===== src/hdl/hfti_pkg.sv =====
// ----------------------------------------------------------------------------
// hfti_pkg: shared types and constants for the heightfield interpolator
// Widths of the transaction fields, store geometry, command and register
// codes, and the structs passed between the pipeline modules.
// ----------------------------------------------------------------------------
package hfti_pkg;

  localparam int MAX_SIDE    = 256;
  localparam int ADDR_W      = $clog2(MAX_SIDE * MAX_SIDE);
  localparam int BANK_AW     = ADDR_W - 1;
  localparam int BANK_DEPTH  = 2 ** BANK_AW;

  localparam int CFG_W       = 9;
  localparam int POS_W       = 17;
  localparam int FRAC_W      = 8;
  localparam int CELL_W      = POS_W - 1 - FRAC_W;
  localparam int INDEX_W     = 16;
  localparam int H_W         = 8;
  localparam int HV_W        = 16;
  localparam int PADDR_W     = 3;
  localparam int PDATA_W     = 32;

  localparam logic [HV_W-1:0] HEIGHT_MAX = 16'd65280;
  localparam logic [CFG_W-1:0] GRID_RESET = 9'd256;

  typedef enum logic {
    CMD_LOAD  = 1'b0,
    CMD_QUERY = 1'b1
  } hfti_cmd_t;

  typedef enum logic {
    REG_GRID_WIDTH = 1'b0,
    REG_GRID_DEPTH = 1'b1
  } hfti_reg_t;

  // Store access request: addr_a is the (x,z) corner, addr_b the (x,z+1) one.
  typedef struct packed {
    logic              is_query;
    logic              in_range;
    logic [ADDR_W-1:0] addr_a;
    logic [ADDR_W-1:0] addr_b;
    logic [FRAC_W-1:0] fx;
    logic [FRAC_W-1:0] fz;
    logic [H_W-1:0]    load_height;
  } hfti_req_t;

  typedef struct packed {
    logic              in_range;
    logic [FRAC_W-1:0] fx;
    logic [FRAC_W-1:0] fz;
    logic [H_W-1:0]    h00;
    logic [H_W-1:0]    h10;
    logic [H_W-1:0]    h01;
    logic [H_W-1:0]    h11;
  } hfti_corner_t;

endpackage


===== src/hdl/hfti_addr.sv =====
// ----------------------------------------------------------------------------
// hfti_addr: decode and address generation stages
// Stage 1 checks the range and forms width*z; stage 2 forms the two row
// base addresses of the cell, or passes the load address through.
// ----------------------------------------------------------------------------
module hfti_addr (
  input  logic                             clk,
  input  logic                             rst_n,
  input  logic [hfti_pkg::CFG_W-1:0]       grid_width,
  input  logic [hfti_pkg::CFG_W-1:0]       grid_depth,
  input  logic                             in_valid,
  output logic                             in_ready,
  input  logic                             in_command,
  input  logic signed [hfti_pkg::POS_W-1:0] in_pos_x,
  input  logic signed [hfti_pkg::POS_W-1:0] in_pos_z,
  input  logic [hfti_pkg::INDEX_W-1:0]     in_load_index,
  input  logic [hfti_pkg::H_W-1:0]         in_load_height,
  output logic                             out_valid,
  input  logic                             out_ready,
  output hfti_pkg::hfti_req_t              out_req
);
  import hfti_pkg::*;

  // Stage 1 registers
  logic                      s1_valid_r;
  logic                      s1_query_r;
  logic                      s1_ok_r;
  logic [CFG_W+CELL_W-1:0]   s1_prod_r;
  logic [CELL_W-1:0]         s1_cx_r;
  logic [FRAC_W-1:0]         s1_fx_r;
  logic [FRAC_W-1:0]         s1_fz_r;
  logic [INDEX_W-1:0]        s1_index_r;
  logic [H_W-1:0]            s1_height_r;

  // Stage 2 registers
  logic                      s2_valid_r;
  hfti_req_t                 s2_req_r;
  hfti_req_t                 s2_req_nxt;

  logic                      s1_rdy;
  logic                      s2_rdy;
  logic [CELL_W-1:0]         cx;
  logic [CELL_W-1:0]         cz;
  logic                      ok;
  logic [ADDR_W-1:0]         base_a;

  assign cx = in_pos_x[POS_W-2:FRAC_W];
  assign cz = in_pos_z[POS_W-2:FRAC_W];

  // A cell index plus two must not pass the grid side; this also rejects
  // grids narrower than two samples.
  always_comb begin
    ok = !in_pos_x[POS_W-1] && !in_pos_z[POS_W-1] &&
         (({2'b00, cx} + 10'd2) <= {1'b0, grid_width}) &&
         (({2'b00, cz} + 10'd2) <= {1'b0, grid_depth});
  end

  assign s2_rdy   = !s2_valid_r || out_ready;
  assign s1_rdy   = !s1_valid_r || s2_rdy;
  assign in_ready = s1_rdy;

  always_ff @(posedge clk) begin
    if (!rst_n) begin
      s1_valid_r <= 1'b0;
    end else if (s1_rdy) begin
      s1_valid_r <= in_valid;
    end
  end

  always_ff @(posedge clk) begin
    if (s1_rdy && in_valid) begin
      s1_query_r  <= (in_command == CMD_QUERY);
      s1_ok_r     <= ok;
      s1_prod_r   <= grid_width * cz;
      s1_cx_r     <= cx;
      s1_fx_r     <= in_pos_x[FRAC_W-1:0];
      s1_fz_r     <= in_pos_z[FRAC_W-1:0];
      s1_index_r  <= in_load_index;
      s1_height_r <= in_load_height;
    end
  end

  always_comb begin
    base_a = s1_prod_r[ADDR_W-1:0] + {{(ADDR_W-CELL_W){1'b0}}, s1_cx_r};
    s2_req_nxt.is_query    = s1_query_r;
    s2_req_nxt.in_range    = s1_ok_r;
    s2_req_nxt.addr_a      = s1_query_r ? base_a : s1_index_r[ADDR_W-1:0];
    s2_req_nxt.addr_b      = base_a + {{(ADDR_W-CFG_W){1'b0}}, grid_width};
    s2_req_nxt.fx          = s1_fx_r;
    s2_req_nxt.fz          = s1_fz_r;
    s2_req_nxt.load_height = s1_height_r;
  end

  always_ff @(posedge clk) begin
    if (!rst_n) begin
      s2_valid_r <= 1'b0;
    end else if (s2_rdy) begin
      s2_valid_r <= s1_valid_r;
    end
  end

  always_ff @(posedge clk) begin
    if (s2_rdy && s1_valid_r) begin
      s2_req_r <= s2_req_nxt;
    end
  end

  assign out_valid = s2_valid_r;
  assign out_req   = s2_req_r;

endmodule


===== config.mk =====
export PLATFORM = sky130hd
export DESIGN_NAME = hfti_addr
export DESIGN_NICKNAME = d
export VERILOG_FILES = /design/src/hdl/hfti_pkg.sv /design/src/hdl/hfti_addr.sv
export SDC_FILE = /design/constraint.sdc
export NUM_CORES = 1
export LEC_CHECK = 0
export ABC_AREA = 1
export BUFFER_PORTS_ARGS = -buffer_cell sky130_fd_sc_hd__buf_2
export CAP_MARGIN = 20
export CORE_ASPECT_RATIO = 0.6
export CORE_UTILIZATION = 40
export CTS_CLUSTER_DIAMETER = 100
export DETAILED_ROUTE_END_ITERATION = 6
export GPL_TIMING_DRIVEN = 0
export SLEW_MARGIN = 10
export SYNTH_ARGS = -nofsm -noshare
export SYNTH_HDL_FRONTEND = slang
export SYNTH_SLANG_ARGS = --single-unit

===== constraint.sdc =====
create_clock -name clk -period 4.5 [get_ports clk]
set_clock_uncertainty 0.05 [all_clocks]
set_input_delay 0.9 -clock clk [delete_from_list [all_inputs] [get_ports clk]]
set_output_delay 0.9 -clock clk [all_outputs]
set_load 0.01 [all_outputs]

======== Yosys cells after proc, flatten, opt, wreduce, memory -nomap -nowiden ========
Cells that the tools add are included.
word-level totals
  bits in registers ....................... 126
  input port bits ......................... 81
  output and inout bits ................... 60
  logic and storage cells ................. 36
operators by class
  add/subtract/negate cells ............... 4
  reductions and logical operators ........ 11
  mux-type cells .......................... 1
  $mul .................................... 1
  order comparisons ....................... 2
operator list
  operator                                      number
  adder 8 x 2 -> 9 bit (second input constant)  2
  <= comparator 9 bit                           2
  adder 16 x 8 -> 16 bit                        1
  adder 16 x 9 -> 16 bit                        1
  multiplier 9 x 8 -> 16 bit                    1
  two-way mux 16 bit                            1
  logical AND 1 bit                             5
  zero test 1 bit                               4
  logical OR 1 bit                              2

======== Logic depth before layout (Yosys ltp) ========
  depth in word-level cells ............... 4
  gate-level depth with buffers ........... 19
  mapped depth without buffers ............ 18

======== Worst setup path after synthesis ========
Ideal clock, no wire load.
  path kind ............................... input to register
  start point ............................. input port in_pos_z[15] in the netlist's numbering
  end point ............................... register s1_prod_r[12], data pin
  arrival time ............................ 4.548 ns
  data required time ...................... 4.191 ns
  slack ................................... -0.357 ns
  buffers on the path ..................... 1
  library setup time ...................... 0.259 ns
  cell stages on the path ................. 17
  path through ............................ clkbuf_1 -> nand2_1 -> fa_1 -> fa_1 -> inv_1 -> fa_1 -> inv_1 -> fa_1 -> inv_1 -> ha_1 -> nand2_1 -> inv_1 -> a21oi_1 -> o21ai_0 -> nand2_1 -> nand3_1 -> xor2_1
on the way
  longest elaborated chain between the ends .. 1
ends and longest elaborated chain
  what                        line             text
  start: declaration          hfti_addr.sv:15  input logic signed [hfti_pkg::POS_W-1:0] in_pos_z,
  multiplier 9 x 8 -> 16 bit  hfti_addr.sv:74  s1_prod_r <= grid_width * cz;
  end signal: assignment      hfti_addr.sv:74
  end: declaration            hfti_addr.sv:28  logic [CFG_W+CELL_W-1:0] s1_prod_r;
No other way between the ends.
A chain may end at the register's enable or synchronous reset.

======== Worst setup path in the final report ========
  start point ............................. input port in_pos_z[14] in the netlist's numbering
  end point ............................... register s1_prod_r[12], data pin
The elaborated chain is that of the path after synthesis.

==> impl_metrics.json <==
{
  "critPathLaunchType": "input port",
  "synth_top_area_share_pct": 44.6,
  "synthCells": 874,
  "portBuffers": 139,
  "vias_per_cell": 4.66,
  "crit_chain": "buf_2, buf_6, nand2_1, fa_1, fa_1, inv_1, fa_1, inv_1, fa_1, inv_1, ha_4, nand2_2, inv_1, a21oi_2, o21ai_2, nand2_1, nand3_1, xor2_1",
  "slowest_stage": "fa_1",
  "core_um2": 20200,
  "insertion_delay_ps": 410,
  "syn_area_per_cell_um2": 9.56,
  "drc": 0,
  "period_needed_ps": 4370,
  "cts_htree_levels": 4,
  "antenna_found_initial": 0,
  "dieArea_um2": 21500,
  "finalCritPeriodShare_pct": 97.0,
  "slew_viol_final": 0,
  "syn_nets": 1070,
  "wl_mm": 19.1,
  "yosys.area.top_type": "edfxtp_1",
  "cp_max_fo": 10,
  "first_pass_iters": 5,
  "syn_to_final_growth_pct": 21.1,
  "yosysMostFrequentCell": "nand2_1",
  "finalPower_mw": 5.10,
  "grt_max_degree": 37,
  "initial_core_util_pct": 41.3,
  "finalSetupTns_ps": 0,
  "synth_flop_cell": "edfxtp_1",
  "num_vias": 6124,
  "ys_types": 33,
  "ys_ff_latch": 126,
  "track_usage_pct": 18.6,
  "hp-class": "register to register",
  "final_cells": 1314,
  "numCtsBuffers": 17,
  "setup_viol": 0,
  "numClockSinks": 126,
  "ys_top_cells_by_area": "edfxtp_1 (45%), ha_1 (11%), fa_1 (10%), nand2_1 (10%), inv_1 (8.6%)",
  "synth_commonest_cells": "nand2_1 (222), inv_1 (192), edfxtp_1 (124), ha_1 (72), nand3_1 (45)",
  "die_w_um": 189,
  "grt_pass1_vias": 5894,
  "crit_path_end_kind": "register",
  "cts_root_buf": "clkbuf_16",
  "cts_buffer_depth": 2,
  "die_h_um": 114,
  "cp.arrival_ps": 4480,
  "critPathMaxStageDelay_ps": 540,
  "syn-cell-area_um2": 8360,
  "ir_worst_vdd_mv": 0.381,
  "layout.nets": 1224,
  "yosys_warnings": 0,
  "drive_gt1_share_pct": 20.6,
  "status": "finished clean",
  "ys_async_sr_fraction_pct": 0,
  "wl_per_cell_um": 14.5,
  "maxCapViolations": 0,
  "tightest_slew_ps": 571,
  "place_congestion": 0.876,
  "diodes": 0,
  "path_class": "input port to register",
  "slew_headroom_pct": 61.9,
  "finalHoldViolCount": 0,
  "row_count": 40,
  "yosysSeqAreaShare_pct": 45.0,
  "crit_buf_inv": 6,
  "dp_hpwl_mm": 15.4,
  "cts.clk_slew.worst_paths_ps": 60,
  "powerDensity_nw_per_um2": 503,
  "cts_tree": "yes",
  "p_leak_nw": 5.15,
  "io-pin-count": 141,
  "cts_hold_buf": 0,
  "gr-total-overflow": 0,
  "n_fill_cell": 1908,
  "drtIter0Drc": 425,
  "crit_family": "adder cells",
  "grt_first_pass_wirelength_mm": 30.7,
  "placed_cells": 1289,
  "synth_edf_count": 124,
  "ant_nets": 0,
  "fmax_mhz": 229,
  "worstPathRequired_ps": 4610
}
## layout by cell type, fill, tap and decap left out, drive strengths merged
master	instances
dfxtp	2
o21bai	1
clkbuf	23
nand2	230
clkinv	10
and2	1
nor2	36
nand4	8
nor3	1
o211ai	1
o22ai	1
inv	194
a31oi	1
buf	150
nor3b	1
a211oi	1
or2	1
ha	72
o41ai	1
a21oi	28
a21o	4
fa	43
nand3	47
o2111ai	1
edfxtp	124
clkinvlp	3
xnor2	13
o21ai	11
nand3b	2
xor2	30
## stage by stage
stage | area (um2) | worst slack [ps] | utilization [%] | hold WS, ps
6_report | 10100 | 135 | 50.1 | 362
5_1_grt | 10100 | -4.40 | 50.1 | 372
4_1_cts | 10100 | 14.6 | 50.0 | 367
3_5_place_dp | 9580 | -484 | 47.4 | 355
3_3_place_gp | 9500 | -1400 | 47.0 | 350
2_1_floorplan | 8460 | 2.17 | - | 350
## final cells by class
cell class	instances	area [um2]	share of cell area, %
buffer	10	78.8	0.779
clock buffer	18	429	4.24
clock inverter	14	97.6	0.964
inverter	193	727	7.18
multi-input combinational	535	3900	38.5
sequential	126	3760	37.2
tap	273	342	3.37
timing repair buffer	145	786	7.76
## power breakdown
part / leakage [nW] / switching [mW] / total (mW) / internal [mW]
combinational: 3.69 / 1.35 / 2.23 / 0.883
sequential: 1.21 / 0.0739 / 1.65 / 1.57
clock: 0.251 / 0.517 / 1.22 / 0.701
total: 5.15 / 1.94 / 5.10 / 3.16
## routing by layer
layer | track usage (%) | routed length, um | vias to the layer above
li1 | - | - | 3066
met1 | 30.3 | 10600 | 2872
met2 | 24.9 | 7350 | 177
met3 | 3.69 | 1080 | 9
met4 | 3.55 | 101 | 0
met5 | 0 | 0 | -
## registers in the layout (all words and copies together), names as in the netlist
signal       cells
out_req         58
s1_index_r      16
s1_prod_r       16
s1_cx_r          8
s1_fx_r          8
s1_fz_r          8
s1_height_r      8
out_valid        1
s1_ok_r          1
s1_query_r       1
s1_valid_r       1
## timing repair
| action | CTS | global route |
|---|---|---|
| resized for setup | 1 | 17 |
| cloned | 0 | 1 |
| pin swaps | 0 | 3 |
| buffers inserted | 0 | 2 |
| setup endpoints to repair | 1 | 6 |
## worst reg2reg max path, delay by kind of cell (launching register included)
kind,cells,cell delay (ps)
adders and majority gates,3,1150
xor gates and xnor gates,1,170
DFF,1,360
and+or+nand+nor,13,1490
## cells by family (layout without fill, tap and decap cells)
group	count (synthesis)	after routing	share of synthesized area [%]
AOI/OAI and AO/OA	50	50	3.32
xor gates and xnor gates	43	43	4.51
adders and majority gates	115	115	21.1
buffers and inverters	213	380	9.57
DFF	126	126	45.0
and+or+nand+nor	327	327	16.5
## final timing paths
path	cells after the start	to	slack, ps	from
min reg2reg	0	out_req[17]	360	s1_fx_r[1]
max reg2reg	17	out_req[39]	1020	s1_prod_r[0]
max	18	s1_prod_r[12]	130	in_pos_z[14]
min	0	out_req[17]	360	s1_fx_r[1]
Power figures use the tool's default switching activity.
