## config.mk

```make
export PLATFORM = sky130hd
export DESIGN_NAME = hfti_blend
export DESIGN_NICKNAME = d
export VERILOG_FILES = /design/src/hdl/hfti_pkg.sv /design/src/hdl/hfti_blend.sv
export SDC_FILE = /design/constraint.sdc
export NUM_CORES = 1
export LEC_CHECK = 0
export CAP_MARGIN = 10
export CORE_ASPECT_RATIO = 0.9
export CORE_MARGIN = 10
export CORE_UTILIZATION = 50
export CTS_CLUSTER_DIAMETER = 30
export DETAILED_ROUTE_END_ITERATION = 8
export DONT_BUFFER_PORTS = 1
export PLACE_DENSITY = 0.73
export SLEW_MARGIN = 20
export SYNTH_ARGS = -nofsm -noshare
export SYNTH_HDL_FRONTEND = slang
export SYNTH_SLANG_ARGS = --single-unit
export TNS_END_PERCENT = 30
```

## constraint.sdc

```tcl
create_clock -name clk -period 11.3 [get_ports clk]
set_clock_uncertainty 0.1 [all_clocks]
set_input_delay 0.565 -clock clk [delete_from_list [all_inputs] [get_ports clk]]
set_output_delay 0.565 -clock clk [all_outputs]
set_load 0.01 [all_outputs]
```

## src/hdl/hfti_pkg.sv

```systemverilog
// ----------------------------------------------------------------------------
// hfti_pkg: shared types and constants for the heightfield interpolator
// Widths of the transaction fields, store geometry, command and register
// codes, and the structs passed between the pipeline modules.
// ----------------------------------------------------------------------------
package hfti_pkg;

  localparam int MAX_SIDE    = 256;
  localparam int ADDR_W      = $clog2(MAX_SIDE * MAX_SIDE);
  localparam int BANK_AW     = ADDR_W - 1;
  localparam int BANK_DEPTH  = 2 ** BANK_AW;

  localparam int CFG_W       = 9;
  localparam int POS_W       = 17;
  localparam int FRAC_W      = 8;
  localparam int CELL_W      = POS_W - 1 - FRAC_W;
  localparam int INDEX_W     = 16;
  localparam int H_W         = 8;
  localparam int HV_W        = 16;
  localparam int PADDR_W     = 3;
  localparam int PDATA_W     = 32;

  localparam logic [HV_W-1:0] HEIGHT_MAX = 16'd65280;
  localparam logic [CFG_W-1:0] GRID_RESET = 9'd256;

  typedef enum logic {
    CMD_LOAD  = 1'b0,
    CMD_QUERY = 1'b1
  } hfti_cmd_t;

  typedef enum logic {
    REG_GRID_WIDTH = 1'b0,
    REG_GRID_DEPTH = 1'b1
  } hfti_reg_t;

  // Store access request: addr_a is the (x,z) corner, addr_b the (x,z+1) one.
  typedef struct packed {
    logic              is_query;
    logic              in_range;
    logic [ADDR_W-1:0] addr_a;
    logic [ADDR_W-1:0] addr_b;
    logic [FRAC_W-1:0] fx;
    logic [FRAC_W-1:0] fz;
    logic [H_W-1:0]    load_height;
  } hfti_req_t;

  typedef struct packed {
    logic              in_range;
    logic [FRAC_W-1:0] fx;
    logic [FRAC_W-1:0] fz;
    logic [H_W-1:0]    h00;
    logic [H_W-1:0]    h10;
    logic [H_W-1:0]    h01;
    logic [H_W-1:0]    h11;
  } hfti_corner_t;

endpackage

```

## src/hdl/hfti_blend.sv

```systemverilog
// ----------------------------------------------------------------------------
// hfti_blend: triangle selection and linear interpolation
// Stage 5 picks the triangle and forms the two weighted differences;
// stage 6 sums them onto the anchor corner and holds the result.
// ----------------------------------------------------------------------------
module hfti_blend (
  input  logic                          clk,
  input  logic                          rst_n,
  input  logic                          in_valid,
  output logic                          in_ready,
  input  hfti_pkg::hfti_corner_t        in_corner,
  output logic                          out_valid,
  input  logic                          out_ready,
  output logic [hfti_pkg::HV_W-1:0]     out_height_value,
  output logic                          out_in_range
);
  import hfti_pkg::*;

  localparam int DIFF_W = H_W + 1;
  localparam int WGT_W  = FRAC_W + 1;
  localparam int PROD_W = DIFF_W + WGT_W;
  localparam int SUM_W  = PROD_W + 1;
  localparam logic [WGT_W-1:0] ONE = WGT_W'(1 << FRAC_W);

  logic                      s5_valid_r;
  logic                      s5_range_r;
  logic [H_W-1:0]            s5_base_r;
  logic signed [PROD_W-1:0]  s5_pa_r;
  logic signed [PROD_W-1:0]  s5_pb_r;

  logic                      s6_valid_r;
  logic [HV_W-1:0]           s6_height_r;
  logic                      s6_range_r;
  logic [HV_W-1:0]           s6_height_nxt;

  logic                      s5_rdy;
  logic                      s6_rdy;
  logic                      upper;
  logic [H_W-1:0]            base;
  logic signed [DIFF_W-1:0]  da;
  logic signed [DIFF_W-1:0]  db;
  logic [WGT_W-1:0]          wa;
  logic [WGT_W-1:0]          wb;
  logic signed [SUM_W-1:0]   sum;

  assign s6_rdy   = !s6_valid_r || out_ready;
  assign s5_rdy   = !s5_valid_r || s6_rdy;
  assign in_ready = s5_rdy;

  // The upper triangle is anchored at (x+1,z+1) with complementary weights.
  always_comb begin
    upper = ({1'b0, in_corner.fx} + {1'b0, in_corner.fz}) > ONE;
    if (upper) begin
      base = in_corner.h11;
      da   = $signed({1'b0, in_corner.h01}) - $signed({1'b0, in_corner.h11});
      db   = $signed({1'b0, in_corner.h10}) - $signed({1'b0, in_corner.h11});
      wa   = ONE - {1'b0, in_corner.fx};
      wb   = ONE - {1'b0, in_corner.fz};
    end else begin
      base = in_corner.h00;
      da   = $signed({1'b0, in_corner.h10}) - $signed({1'b0, in_corner.h00});
      db   = $signed({1'b0, in_corner.h01}) - $signed({1'b0, in_corner.h00});
      wa   = {1'b0, in_corner.fx};
      wb   = {1'b0, in_corner.fz};
    end
  end

  always_ff @(posedge clk) begin
    if (!rst_n) begin
      s5_valid_r <= 1'b0;
    end else if (s5_rdy) begin
      s5_valid_r <= in_valid;
    end
  end

  always_ff @(posedge clk) begin
    if (s5_rdy && in_valid) begin
      s5_range_r <= in_corner.in_range;
      s5_base_r  <= base;
      s5_pa_r    <= da * $signed({1'b0, wa});
      s5_pb_r    <= db * $signed({1'b0, wb});
    end
  end

  always_comb begin
    sum = $signed({{(SUM_W-H_W-FRAC_W){1'b0}}, s5_base_r, {FRAC_W{1'b0}}}) +
          $signed({s5_pa_r[PROD_W-1], s5_pa_r}) +
          $signed({s5_pb_r[PROD_W-1], s5_pb_r});
    if (!s5_range_r || sum[SUM_W-1]) begin
      s6_height_nxt = '0;
    end else if (sum[SUM_W-2:0] > {{(SUM_W-1-HV_W){1'b0}}, HEIGHT_MAX}) begin
      s6_height_nxt = HEIGHT_MAX;
    end else begin
      s6_height_nxt = sum[HV_W-1:0];
    end
  end

  always_ff @(posedge clk) begin
    if (!rst_n) begin
      s6_valid_r <= 1'b0;
    end else if (s6_rdy) begin
      s6_valid_r <= s5_valid_r;
    end
  end

  always_ff @(posedge clk) begin
    if (s6_rdy && s5_valid_r) begin
      s6_height_r <= s6_height_nxt;
      s6_range_r  <= s5_range_r;
    end
  end

  assign out_valid        = s6_valid_r;
  assign out_height_value = s6_height_r;
  assign out_in_range     = s6_range_r;

endmodule

```

# After elaboration in Yosys (flattened, before gate mapping)
# Cells that the tools add are included.
[word_totals]
regBits = 64
input_bits = 53
out_inout_bits = 19
[op_classes]
n_addsub = 9
multipliers = 2
magnitude_cmp = 2
muxes = 6
n_reduce_logical = 9
[ops]
columns = ["op", "count"]
rows = [
  ["multiplier 9 x 10 -> 18 bit", 2],
  ["two-way mux 9 bit", 4],
  ["subtractor 8 x 8 -> 9 bit", 4],
  ["adder 17 x 18 -> 19 bit", 1],
  ["adder 19 x 18 -> 19 bit", 1],
  ["greater-than comparator 18 x 16 -> 1 bit, second input constant", 1],
  ["subtractor 9 x 8 -> 9 bit, first input constant", 2],
  ["two-way mux 16 bit", 1],
  ["adder 8 x 8 -> 9 bit", 1],
  ["greater-than comparator 9 bit, second input constant", 1],
  ["two-way mux 8 bit", 1],
  ["zero test 1 bit", 3],
  ["logical OR 1 bit", 3],
  ["logical AND 1 bit", 2],
  ["OR reduction 2 bit", 1],
]

# Logic depth before layout (Yosys ltp)
# Gate-level depths: netlist of the first run.
[depth]
ltp_word = 4
mapped_depth = 31

# Least setup slack after synthesis of the first run
# OpenSTA, ideal clock, no wires.
[synth_path]
path_type = "input to register"
from = "in in_corner[32] (netlist bit)"
to = "reg s5_pa_r[17], data pin"
setup_time_ns = 0.268
arrival_time_ns = 7.303
t_required_ns = 10.932
setup_slack_ns = 3.630
stages = 27
path_buffers = 2
path_cell_list = "ha_1 > fa_1 > a211oi_1 > or2_2 > a21boi_0 > o221a_2 > a32oi_1 > buf_4 > buf_4 > mux2i_1 > nor2_1 > fa_1 > inv_1 > fa_1 > fa_1 > fa_1 > fa_1 > inv_1 > ha_1 > o21a_1 > o31a_1 > o21a_1 > o21ai_0 > nand2b_1 > a41o_1 > o41ai_1 > xnor2_1"
[synth_via]
elab_chain_len = 4
word_cells_on_any_way = 5
[synth_rtl]
columns = ["item", "line", "source"]
rows = [
  ["start: declaration", "hfti_blend.sv:11", "input hfti_pkg::hfti_corner_t in_corner,"],
  ["adder 8 x 8 -> 9 bit (*)", "hfti_blend.sv:52", "upper = ({1'b0, in_corner.fx} + {1'b0, in_corner.fz}) > ONE;"],
  ["greater-than comparator 9 bit (*)", "hfti_blend.sv:52", ""],
  ["two-way mux 9 bit", "hfti_blend.sv:53", "if (upper) begin"],
  ["multiplier 9 x 10 -> 18 bit (*)", "hfti_blend.sv:80", "s5_pa_r <= da * $signed({1'b0, wa});"],
  ["end signal: assignment", "hfti_blend.sv:80", ""],
  ["end: declaration", "hfti_blend.sv:28", "logic signed [PROD_W-1:0] s5_pa_r;"],
]
# Mark *: on every way between the ends. The rest lies on a longest branch, timed or not.
# A chain may end at the register's enable or synchronous reset.

# Final worst setup path of the first run
# Same ends and word-level chain as after synthesis.

==> results.yml, run 1 <==
run_status:
  status: "finished clean"
synthesis:
  avgSynthCellArea_sq_um: 9.40
  yosysMostFrequentCell: "ha_1"
  synth_area_leaders: "fa_1 (21%), ha_1 (20%), edfxtp_1 (17%)"
  syn_area_sq_mm: 0.0106
  yosysWarnings: 0
  yosysUniqueCellTypes: 67
  synthCells: 1133
  synth_ff_type: "edfxtp_1"
  synthArstFlopShare: 0
  synthesis.nets: 1471
  synth-edff-count: 62
  synth_common_cells: "ha_1 (171), inv_1 (170), nor2_1 (132), fa_1 (114), nand2_1 (71)"
  synth_top_area_cell: "fa_1"
  netlist.area_leader.share: 0.214
  ys_ff_latch: 64
  yosysSeqAreaShare: 0.179
placed_design:
  place_congestion: 0.955
  io_buffers: 0
  dp_hpwl_mm: 20.6
flow_run:
  max-cap-violations: 0
floorplanning:
  dieArea_sq_mm: 0.0275
  rows: 50
  pin_count: 72
  start_util: 0.510
  core_sq_mm: 0.0209
  die_w_um: 174
  die_h_um: 158
clock_tree:
  cts_htree_levels: 3
  root_buffer: "clkbuf_16"
  cts.clk_slew.worst_paths_ps: 50
  cts_buffers: 9
  cts_buffer_depth: 2
  cts_setup_buffers: 0
  cts_tree: "done"
  post_cts_resize_count: 0
  cts_sinks: 64
  clk_latency_ps: 330
  holdBufCountCts: 0
timing:
  hold_violations: 0
  fmax_mhz: 119
  setup_tns_ps: 0
  relSlewSlack: 0.370
  fin_crit_ps: 8380
  rsz0062_at_grt: "no"
  slew_viol_final: 0
  holdWs_ps: 235
  period_share: 0.741
  setup_viol: 0
  worstMarginPinSlew_ps: 919
global_route:
  grt_max_degree: 58
  grt_use_total: 0.180
  grt_pass1_vias: 7833
  grt-ovfl-total: 0
  grt_first_pass_wirelength_mm: 40.0
  antenna_found_initial: 1
worst_setup_path:
  slowest_stage: "mux2i_1"
  path_class: "in2reg"
  end_kind: "flop"
  r2r_cells: 11
  crit_fanout: 57
  start_kind: "input port"
  arrival_ps: 8340
  cpMostUsedCell: "fa_1"
  rr_endpoint: "out_height_value[6]"
  r2r_start: "s5_pa_r[1]"
  reg2reg_slack_ps: 7210
  max_stage_delay_ps: 760
  required_ps: 11260
  crit_start: "in_corner[32]"
finish:
  area_growth_pct: 6.02
  drive_above_1_share: 0.0429
  n_antenna_cell: 0
  fill_cells: 1914
  postLayoutCoreUtil: 0.540
  finalNetCount: 1477
route:
  vias: 7801
  drtIter0Drc: 576
  routed_wl_mm: 24.3
  vias_per_cell: 5.46
  antenna_left: 0
  drc: 0
  drt-wirelength-per-cell_um: 17.0
  firstDrtPassIters: 5
worst_hold_path:
  min_path_type: "in2reg"
  whs_path_depth: 0
  whs_endpoint: "s5_range_r"
  hp-start: "in_corner[48]"
-- state kept, by name, indices dropped and copies added (netlist names) --
| name | cells |
|---|---|
| out_height_value | 16 |
| s5_pb_r | 18 |
| s5_pa_r | 18 |
| s5_base_r | 8 |
| out_valid | 1 |
| s5_range_r | 1 |
| out_in_range | 1 |
| s5_valid_r | 1 |
-- cell type report --
type                       instances  area, sq um  share of cell area
multi-input combinational        886         8060               0.714
inverter                         170          638              0.0565
sequential                        64         1900               0.168
timing repair buffer               8         80.1             0.00709
clock buffer                      10          229              0.0203
clock inverter                     5         25.0             0.00222
tap                              286          358              0.0317
-- routing by layer --
layer / GRT usage / part of all wire
met5: 0 / 0.00078
met4: 0.0407 / 0.017
met3: 0.0594 / 0.093
met2: 0.287 / 0.44
met1: 0.234 / 0.45
-- worst max-delay path by stage --
stage / to / depth (start not counted) / slack [ps]
6_report: s5_pa_r[17] / 26 / 2920
5_1_grt: s5_pb_r[17] / 28 / 2430
4_1_cts: s5_pa_r[17] / 26 / 3020
3_5_place_dp: s5_pa_r[17] / 26 / 2720
3_3_place_gp: s5_pa_r[17] / 27 / 2930
2_1_floorplan: s5_pa_r[17] / 27 / 3630
-- per-stage QoR --
stage | cells | worst slack [ps] | instance area [sq um]
after floorplan | 1133 | 3630 | 10600
after CTS | 1428 | 3020 | 11300
after global placement | 1413 | 2930 | 11000
after global routing | 1429 | 2430 | 11300
final | 1429 | 2920 | 11300
after detailed placement | 1413 | 2720 | 11000
-- placed cells by master (no fill, tap or decap), types with 8 or more instances in the layout --
master,n
or2_2,13
nor2_1,132
fa_1,114
or3_1,8
nor2b_1,26
nand2_1,71
a21oi_1,44
xnor2_1,48
nor3_1,13
nand2b_1,31
xor2_1,32
o21ai_0,45
ha_1,171
mux2i_1,12
inv_1,170
a21o_1,9
clkbuf_16,9
o21a_1,14
edfxtp_1,62
-- worst max-delay path: cells and delay by family --
family,cells,cell delay (ps)
mux,1,760
xor+xnor,1,130
buf+inv,3,640
simple gates,3,440
fa+ha+maj,8,3550
compound gates,10,2240
-- logic make-up (layout without fill, tap and decap cells) --
logic type,count (synthesis),in the layout,synth area share
buffers and inverters,183,193,0.0666
adders and majority gates,285,285,0.415
muxes,16,16,0.0157
and+or+nand+nor,330,330,0.148
xor gates and xnor gates,80,80,0.0658
AOI/OAI and AO/OA,175,175,0.110
DFF,64,64,0.179
Power of run 1 is left out: the tool's default activity adds up to more than one toggle a clock period on the data nets, which glitch-free logic cannot reach.
==> inputs of run 2 (changes only) <==
--- a/config.mk
+++ b/config.mk
@@ -5,6 +5,7 @@
 export SDC_FILE = /design/constraint.sdc
 export NUM_CORES = 1
 export LEC_CHECK = 0
+export ABC_AREA = 1
 export CAP_MARGIN = 10
 export CORE_ASPECT_RATIO = 0.9
 export CORE_MARGIN = 10
@@ -12,7 +13,7 @@
 export CTS_CLUSTER_DIAMETER = 30
 export DETAILED_ROUTE_END_ITERATION = 8
 export DONT_BUFFER_PORTS = 1
-export PLACE_DENSITY = 0.73
+export PLACE_DENSITY = 0.76
 export SLEW_MARGIN = 20
 export SYNTH_ARGS = -nofsm -noshare
 export SYNTH_HDL_FRONTEND = slang
==> constraint.sdc (replaced) <==
create_clock -name clk -period 7.09 [get_ports clk]
set_clock_uncertainty 0.1 [all_clocks]
set_input_delay 0.3545 -clock clk [delete_from_list [all_inputs] [get_ports clk]]
set_output_delay 0.3545 -clock clk [all_outputs]
set_load 0.01 [all_outputs]
==> run 2 against run 1 <==
Utilization down 0.078 points. Synthesized cell count up 26%. First-iteration DRC count up 13%. Sequential cell count unchanged. Synthesized area up 7.9%. Routed wire length up 16%. Critical path type unchanged. Design area up 7.9%.
==> results.yml, run 2 <==
worst_setup_path:
  arrival_ps: 6670
  end_kind: "flop"
  r2r_start: "s5_base_r[2]"
  crit_fanout: 17
  cpMostUsedCell: "fa_1"
  path_class: "in2reg"
  required_ps: 7070
  start_kind: "input port"
  r2r_cells: 15
  rr_endpoint: "out_height_value[3]"
  reg2reg_slack_ps: 3910
  max_stage_delay_ps: 510
  slowest_stage: "fa_1"
clock_tree:
  holdBufCountCts: 0
  cts_buffers: 9
  clk_latency_ps: 340
  cts.clk_slew.worst_paths_ps: 60
  cts_sinks: 64
  cts_setup_buffers: 0
  root_buffer: "clkbuf_16"
  cts_tree: "done"
  cts_htree_levels: 3
  cts_buffer_depth: 2
run_status:
  status: "finished clean"
floorplanning:
  rows: 52
  start_util: 0.509
  dieArea_sq_mm: 0.0294
  die_w_um: 180
  die_h_um: 164
  pin_count: 72
  core_sq_mm: 0.0226
route:
  antenna_left: 0
  drtIter0Drc: 649
  vias_per_cell: 5.22
  firstDrtPassIters: 5
  drc: 0
  vias: 9092
  drt-wirelength-per-cell_um: 16.3
  routed_wl_mm: 28.3
global_route:
  grt_util_met3: 0.0598
  gr-usage-met2: 0.316
  grt_pass1_vias: 9099
  grt_first_pass_wirelength_mm: 46.8
  grt_max_degree: 46
  top_usage_layer: "met2"
  antenna_found_initial: 0
  grt-ovfl-total: 0
  grt_use_total: 0.195
  use_met1: 0.252
placed_design:
  io_buffers: 0
  place_congestion: 0.968
  place_ws_ps: -46.6
  dp_hpwl_mm: 24.7
worst_hold_path:
  min_path_type: "in2reg"
  whs_endpoint: "s5_range_r"
  hp-start: "in_corner[48]"
  whs_path_depth: 0
timing:
  relSlewSlack: 0.625
  period_share: 0.943
  fmax_mhz: 150
  worstMarginPinSlew_ps: 556
  rsz0062_at_grt: "no"
  fin_crit_ps: 6680
  slew_viol_final: 0
  setup_viol: 0
  finalWorstSetupSlack_ps: 407
  hold_violations: 0
synthesis:
  yosysSeqAreaShare: 0.166
  synthCells: 1423
  synth_area_leaders: "fa_1 (20%), ha_1 (19%), edfxtp_1 (16%)"
  synth_common_cells: "inv_1 (286), nand2_1 (272), ha_1 (171), nor2_1 (152), fa_1 (114)"
  synth_top_family_by_area: "adder cells"
  netlist.area_leader.share: 0.199
  synth_top_area_cell: "fa_1"
  yosysWarnings: 0
  synth_fa_ha_area_frac: 0.385
  synth_xor_area_frac: 0.0496
  synth_ff_type: "edfxtp_1"
  avgSynthCellArea_sq_um: 8.07
  yosysMostFrequentCell: "inv_1"
  synth_mux_area_frac: 0
  yosys.area_share.simple: 0.195
  synthArstFlopShare: 0
  synth_compound_area_frac: 0.0922
  syn_area_sq_mm: 0.0115
  synthesis.nets: 1761
  yosysUniqueCellTypes: 38
  synth-edff-count: 62
  ys_ff_latch: 64
finish:
  drive_above_1_share: 0.0838
  multi_input_area_sq_mm: 0.00830
  area_growth_pct: 6.00
  mostFrequentLayoutCells: "inv_1 (285), nand2_1 (272), ha_1 (171)"
  n_antenna_cell: 0
  finalNetCount: 1777
  fill_cells: 2093
  seqCellArea_sq_mm: 0.00190
  layout_commonest_cell: "inv_1"
flow_run:
  max-cap-violations: 0
run 2: cell count changes after synthesis, sizes merged, moves of 12 or more:
cell | before | now
a21oi | 44 | 78
inv | 170 | 315
mux2i | 13 | 0
nand2 | 71 | 298
nand2b | 31 | 0
nand3 | 8 | 52
nor2 | 132 | 155
nor2b | 26 | 0
o21a | 14 | 0
or2 | 14 | 2
xnor2 | 48 | 26
run 2: metrics by stage:
stage / area, sq um / setup TNS (ps) / hold WS (ps) / instances / util
floorplan: 11500 / 0 / 327 / 1423 / -
global placement: 11900 / 0 / 346 / 1725 / 0.526
detailed placement: 11900 / -46.6 / 354 / 1725 / 0.526
CTS: 12200 / 0 / 3.83 / 1741 / 0.539
global route: 12200 / 0 / 3.03 / 1741 / 0.539
finish: 12200 / 0 / 15.5 / 1741 / 0.539
run 2: area by class of cell:
type / count / share of cell area
multi-input combinational: 1034 / 0.681
clock inverter: 7 / 0.00586
clock buffer: 9 / 0.0185
tap: 297 / 0.0305
sequential: 64 / 0.156
inverter: 317 / 0.0981
timing repair buffer: 13 / 0.00935
run 2: kinds of logic (layout without fill, tap and decap cells):
| logic type | Yosys count | after routing |
|---|---|---|
| AND/OR/NAND/NOR | 534 | 534 |
| AO/OA/AOI/OAI | 150 | 150 |
| flip-flops | 64 | 64 |
| XOR/XNOR | 65 | 65 |
| adder cells (fa/ha/maj) | 285 | 285 |
| buffers and inverters | 325 | 346 |
run 2: timing repair:
item,4_1_cts,5_1_grt
gates resized for setup,0,2
hold endpoints to repair,0,0
setup endpoints to repair,0,2
run 2: worst max path at each step:
stage / slack (ps) / to / from
3_3_place_gp: 200 / s5_pa_r[16] / in_corner[32]
4_1_cts: 290 / s5_pa_r[15] / in_corner[32]
6_report: 410 / s5_pa_r[15] / in_corner[32]
5_1_grt: 9 / s5_pa_r[16] / in_corner[32]
2_1_floorplan: 570 / s5_pb_r[17] / in_corner[32]
3_5_place_dp: -50 / s5_pa_r[15] / in_corner[32]
run 2: per-layer routing:
layer  vias to the layer above  routed length, um
li1                       4494                  -
met1                      4249              12400
met2                       307              12900
met3                        42               2640
met4                         0                408
met5                         -                  0
run 2: worst max-delay path, delay by kind of cell:
kind	cells	cell delay (ps)
AND/OR/NAND/NOR	10	1060
adder cells (fa/ha/maj)	8	3500
buffers and inverters	6	750
AO/OA/AOI/OAI	4	730
XOR/XNOR	2	280
Power of run 2 is left out for the same reason.
==> inputs of run 3 (changes only) <==
--- a/config.mk
+++ b/config.mk
@@ -13,7 +13,7 @@
 export CTS_CLUSTER_DIAMETER = 30
 export DETAILED_ROUTE_END_ITERATION = 8
 export DONT_BUFFER_PORTS = 1
-export PLACE_DENSITY = 0.76
+export PLACE_DENSITY = 0.73
 export SLEW_MARGIN = 20
 export SYNTH_ARGS = -nofsm -noshare
 export SYNTH_HDL_FRONTEND = slang
==> constraint.sdc (replaced) <==
create_clock -name clk -period 7.55 [get_ports clk]
set_clock_uncertainty 0.1 [all_clocks]
set_input_delay 0.3775 -clock clk [delete_from_list [all_inputs] [get_ports clk]]
set_output_delay 0.3775 -clock clk [all_outputs]
set_load 0.01 [all_outputs]
==> run 3 against run 2 <==
Global-route usage fell by 0.58 points. Cell count fell by 0.52%. Register-to-register slack improved by 540 ps. Sequential cell count did not move. Sequential share of layout area rose by 0.13 points. Die area did not move. Critical endpoint is now s5_pb_r[17]. Highest routed layer unchanged.
==> results.yml, run 3 (synthesized netlist as in run 2, its figures left out) <==
route:
  drtIter0Drc: 599
  drc: 0
  vias_per_cell: 5.16
  firstDrtPassIters: 5
  antenna_left: 0
  drt-wirelength-per-cell_um: 15.9
  routed_wl_mm: 27.5
  vias: 8936
clock_tree:
  post_cts_resize_count: 0
  cts_setup_buffers: 0
  holdBufCountCts: 0
  cts_tree: "done"
  cts.clk_slew.worst_paths_ps: 50
  cts_sinks: 64
  cts_htree_levels: 3
  root_buffer: "clkbuf_16"
  cts_buffer_depth: 2
  clk_latency_ps: 330
  cts_buffers: 9
timing:
  rsz0062_at_grt: "no"
  setup_tns_ps: 0
  setup_viol: 0
  relSlewSlack: 0.621
  worstMarginPinSlew_ps: 569
  fmax_mhz: 145
  holdWs_ps: 36.8
  hold_violations: 0
  finalWorstSetupSlack_ps: 672
  fin_crit_ps: 6880
  period_share: 0.911
  slew_viol_final: 0
worst_hold_path:
  whs_path_depth: 0
  min_path_type: "in2reg"
worst_setup_path:
  cpMostUsedCell: "fa_1"
  reg2reg_slack_ps: 4450
  start_kind: "input port"
  max_stage_delay_ps: 560
  arrival_ps: 6860
  crit_fanout: 31
  crit_start: "in_corner[32]"
  rr_endpoint: "out_height_value[4]"
  slowest_stage: "fa_1"
  r2r_cells: 17
  path_class: "in2reg"
  r2r_start: "s5_pb_r[1]"
  crit_end: "s5_pb_r[17]"
  required_ps: 7530
  end_kind: "flop"
placed_design:
  place_ws_ps: 328
  io_buffers: 0
  dp_hpwl_mm: 23.9
  place_congestion: 0.913
  place_area_sq_mm: 0.0118
global_route:
  grt_pass1_vias: 8926
  grt-ovfl-total: 0
  grt_max_degree: 46
  gr-usage-met2: 0.311
  use_met1: 0.242
  grt_first_pass_wirelength_mm: 45.4
  antenna_found_initial: 0
  grt_use_total: 0.189
  top_usage_layer: "met2"
  grt_util_met3: 0.0539
finish:
  finalNetCount: 1769
  n_antenna_cell: 0
  mostFrequentLayoutCells: "inv_1 (285), nand2_1 (272), ha_1 (171)"
  layout_commonest_cell: "inv_1"
  final_area_sq_mm: 0.0121
  area_growth_pct: 5.13
  fill_cells: 2126
  drive_above_1_share: 0.0760
run_status:
  status: "finished clean"
floorplanning:
  rows: 52
  pin_count: 72
  start_util: 0.509
  die_h_um: 164
  dieArea_sq_mm: 0.0294
  core_sq_mm: 0.0226
  die_w_um: 180
flow_run:
  max-cap-violations: 0
[run 3: worst min-delay path by stage]
stage | end | slack [ps] | start
after floorplan | out_in_range | 330 | s5_range_r
after global placement | out_in_range | 340 | s5_range_r
after detailed placement | out_in_range | 370 | s5_range_r
after CTS | s5_range_r | 20 | in_corner[48]
after global routing | s5_range_r | 20 | in_corner[48]
final | s5_range_r | 40 | in_corner[48]
[run 3: area by class of cell]
type / count / area, sq um / share of cell area
multi-input combinational: 1034 / 8290 / 0.687
timing repair buffer: 5 / 37.5 / 0.00311
tap: 297 / 372 / 0.0308
clock inverter: 4 / 46.3 / 0.00383
sequential: 64 / 1900 / 0.157
clock buffer: 11 / 233 / 0.0193
inverter: 317 / 1190 / 0.0989
[run 3: critical path, delay by kind of cell]
family          cells  cell delay, ps
compound gates      6            1060
xor+xnor            1             190
fa+ha+maj           8            3520
buf+inv             4             520
simple gates       11            1180
[run 3: through the flow]
step / util / std cells
floorplan: - / 1423
global placement: 0.523 / 1717
detailed placement: 0.523 / 1717
CTS: 0.535 / 1732
global route: 0.535 / 1732
finish: 0.535 / 1732
[run 3: layer usage]
metal,part of all wire,wire length (um)
met1,0.45,12300
met2,0.45,12500
met3,0.083,2280
met4,0.015,419
met5,0,0
Power of run 3 is left out for the same reason.
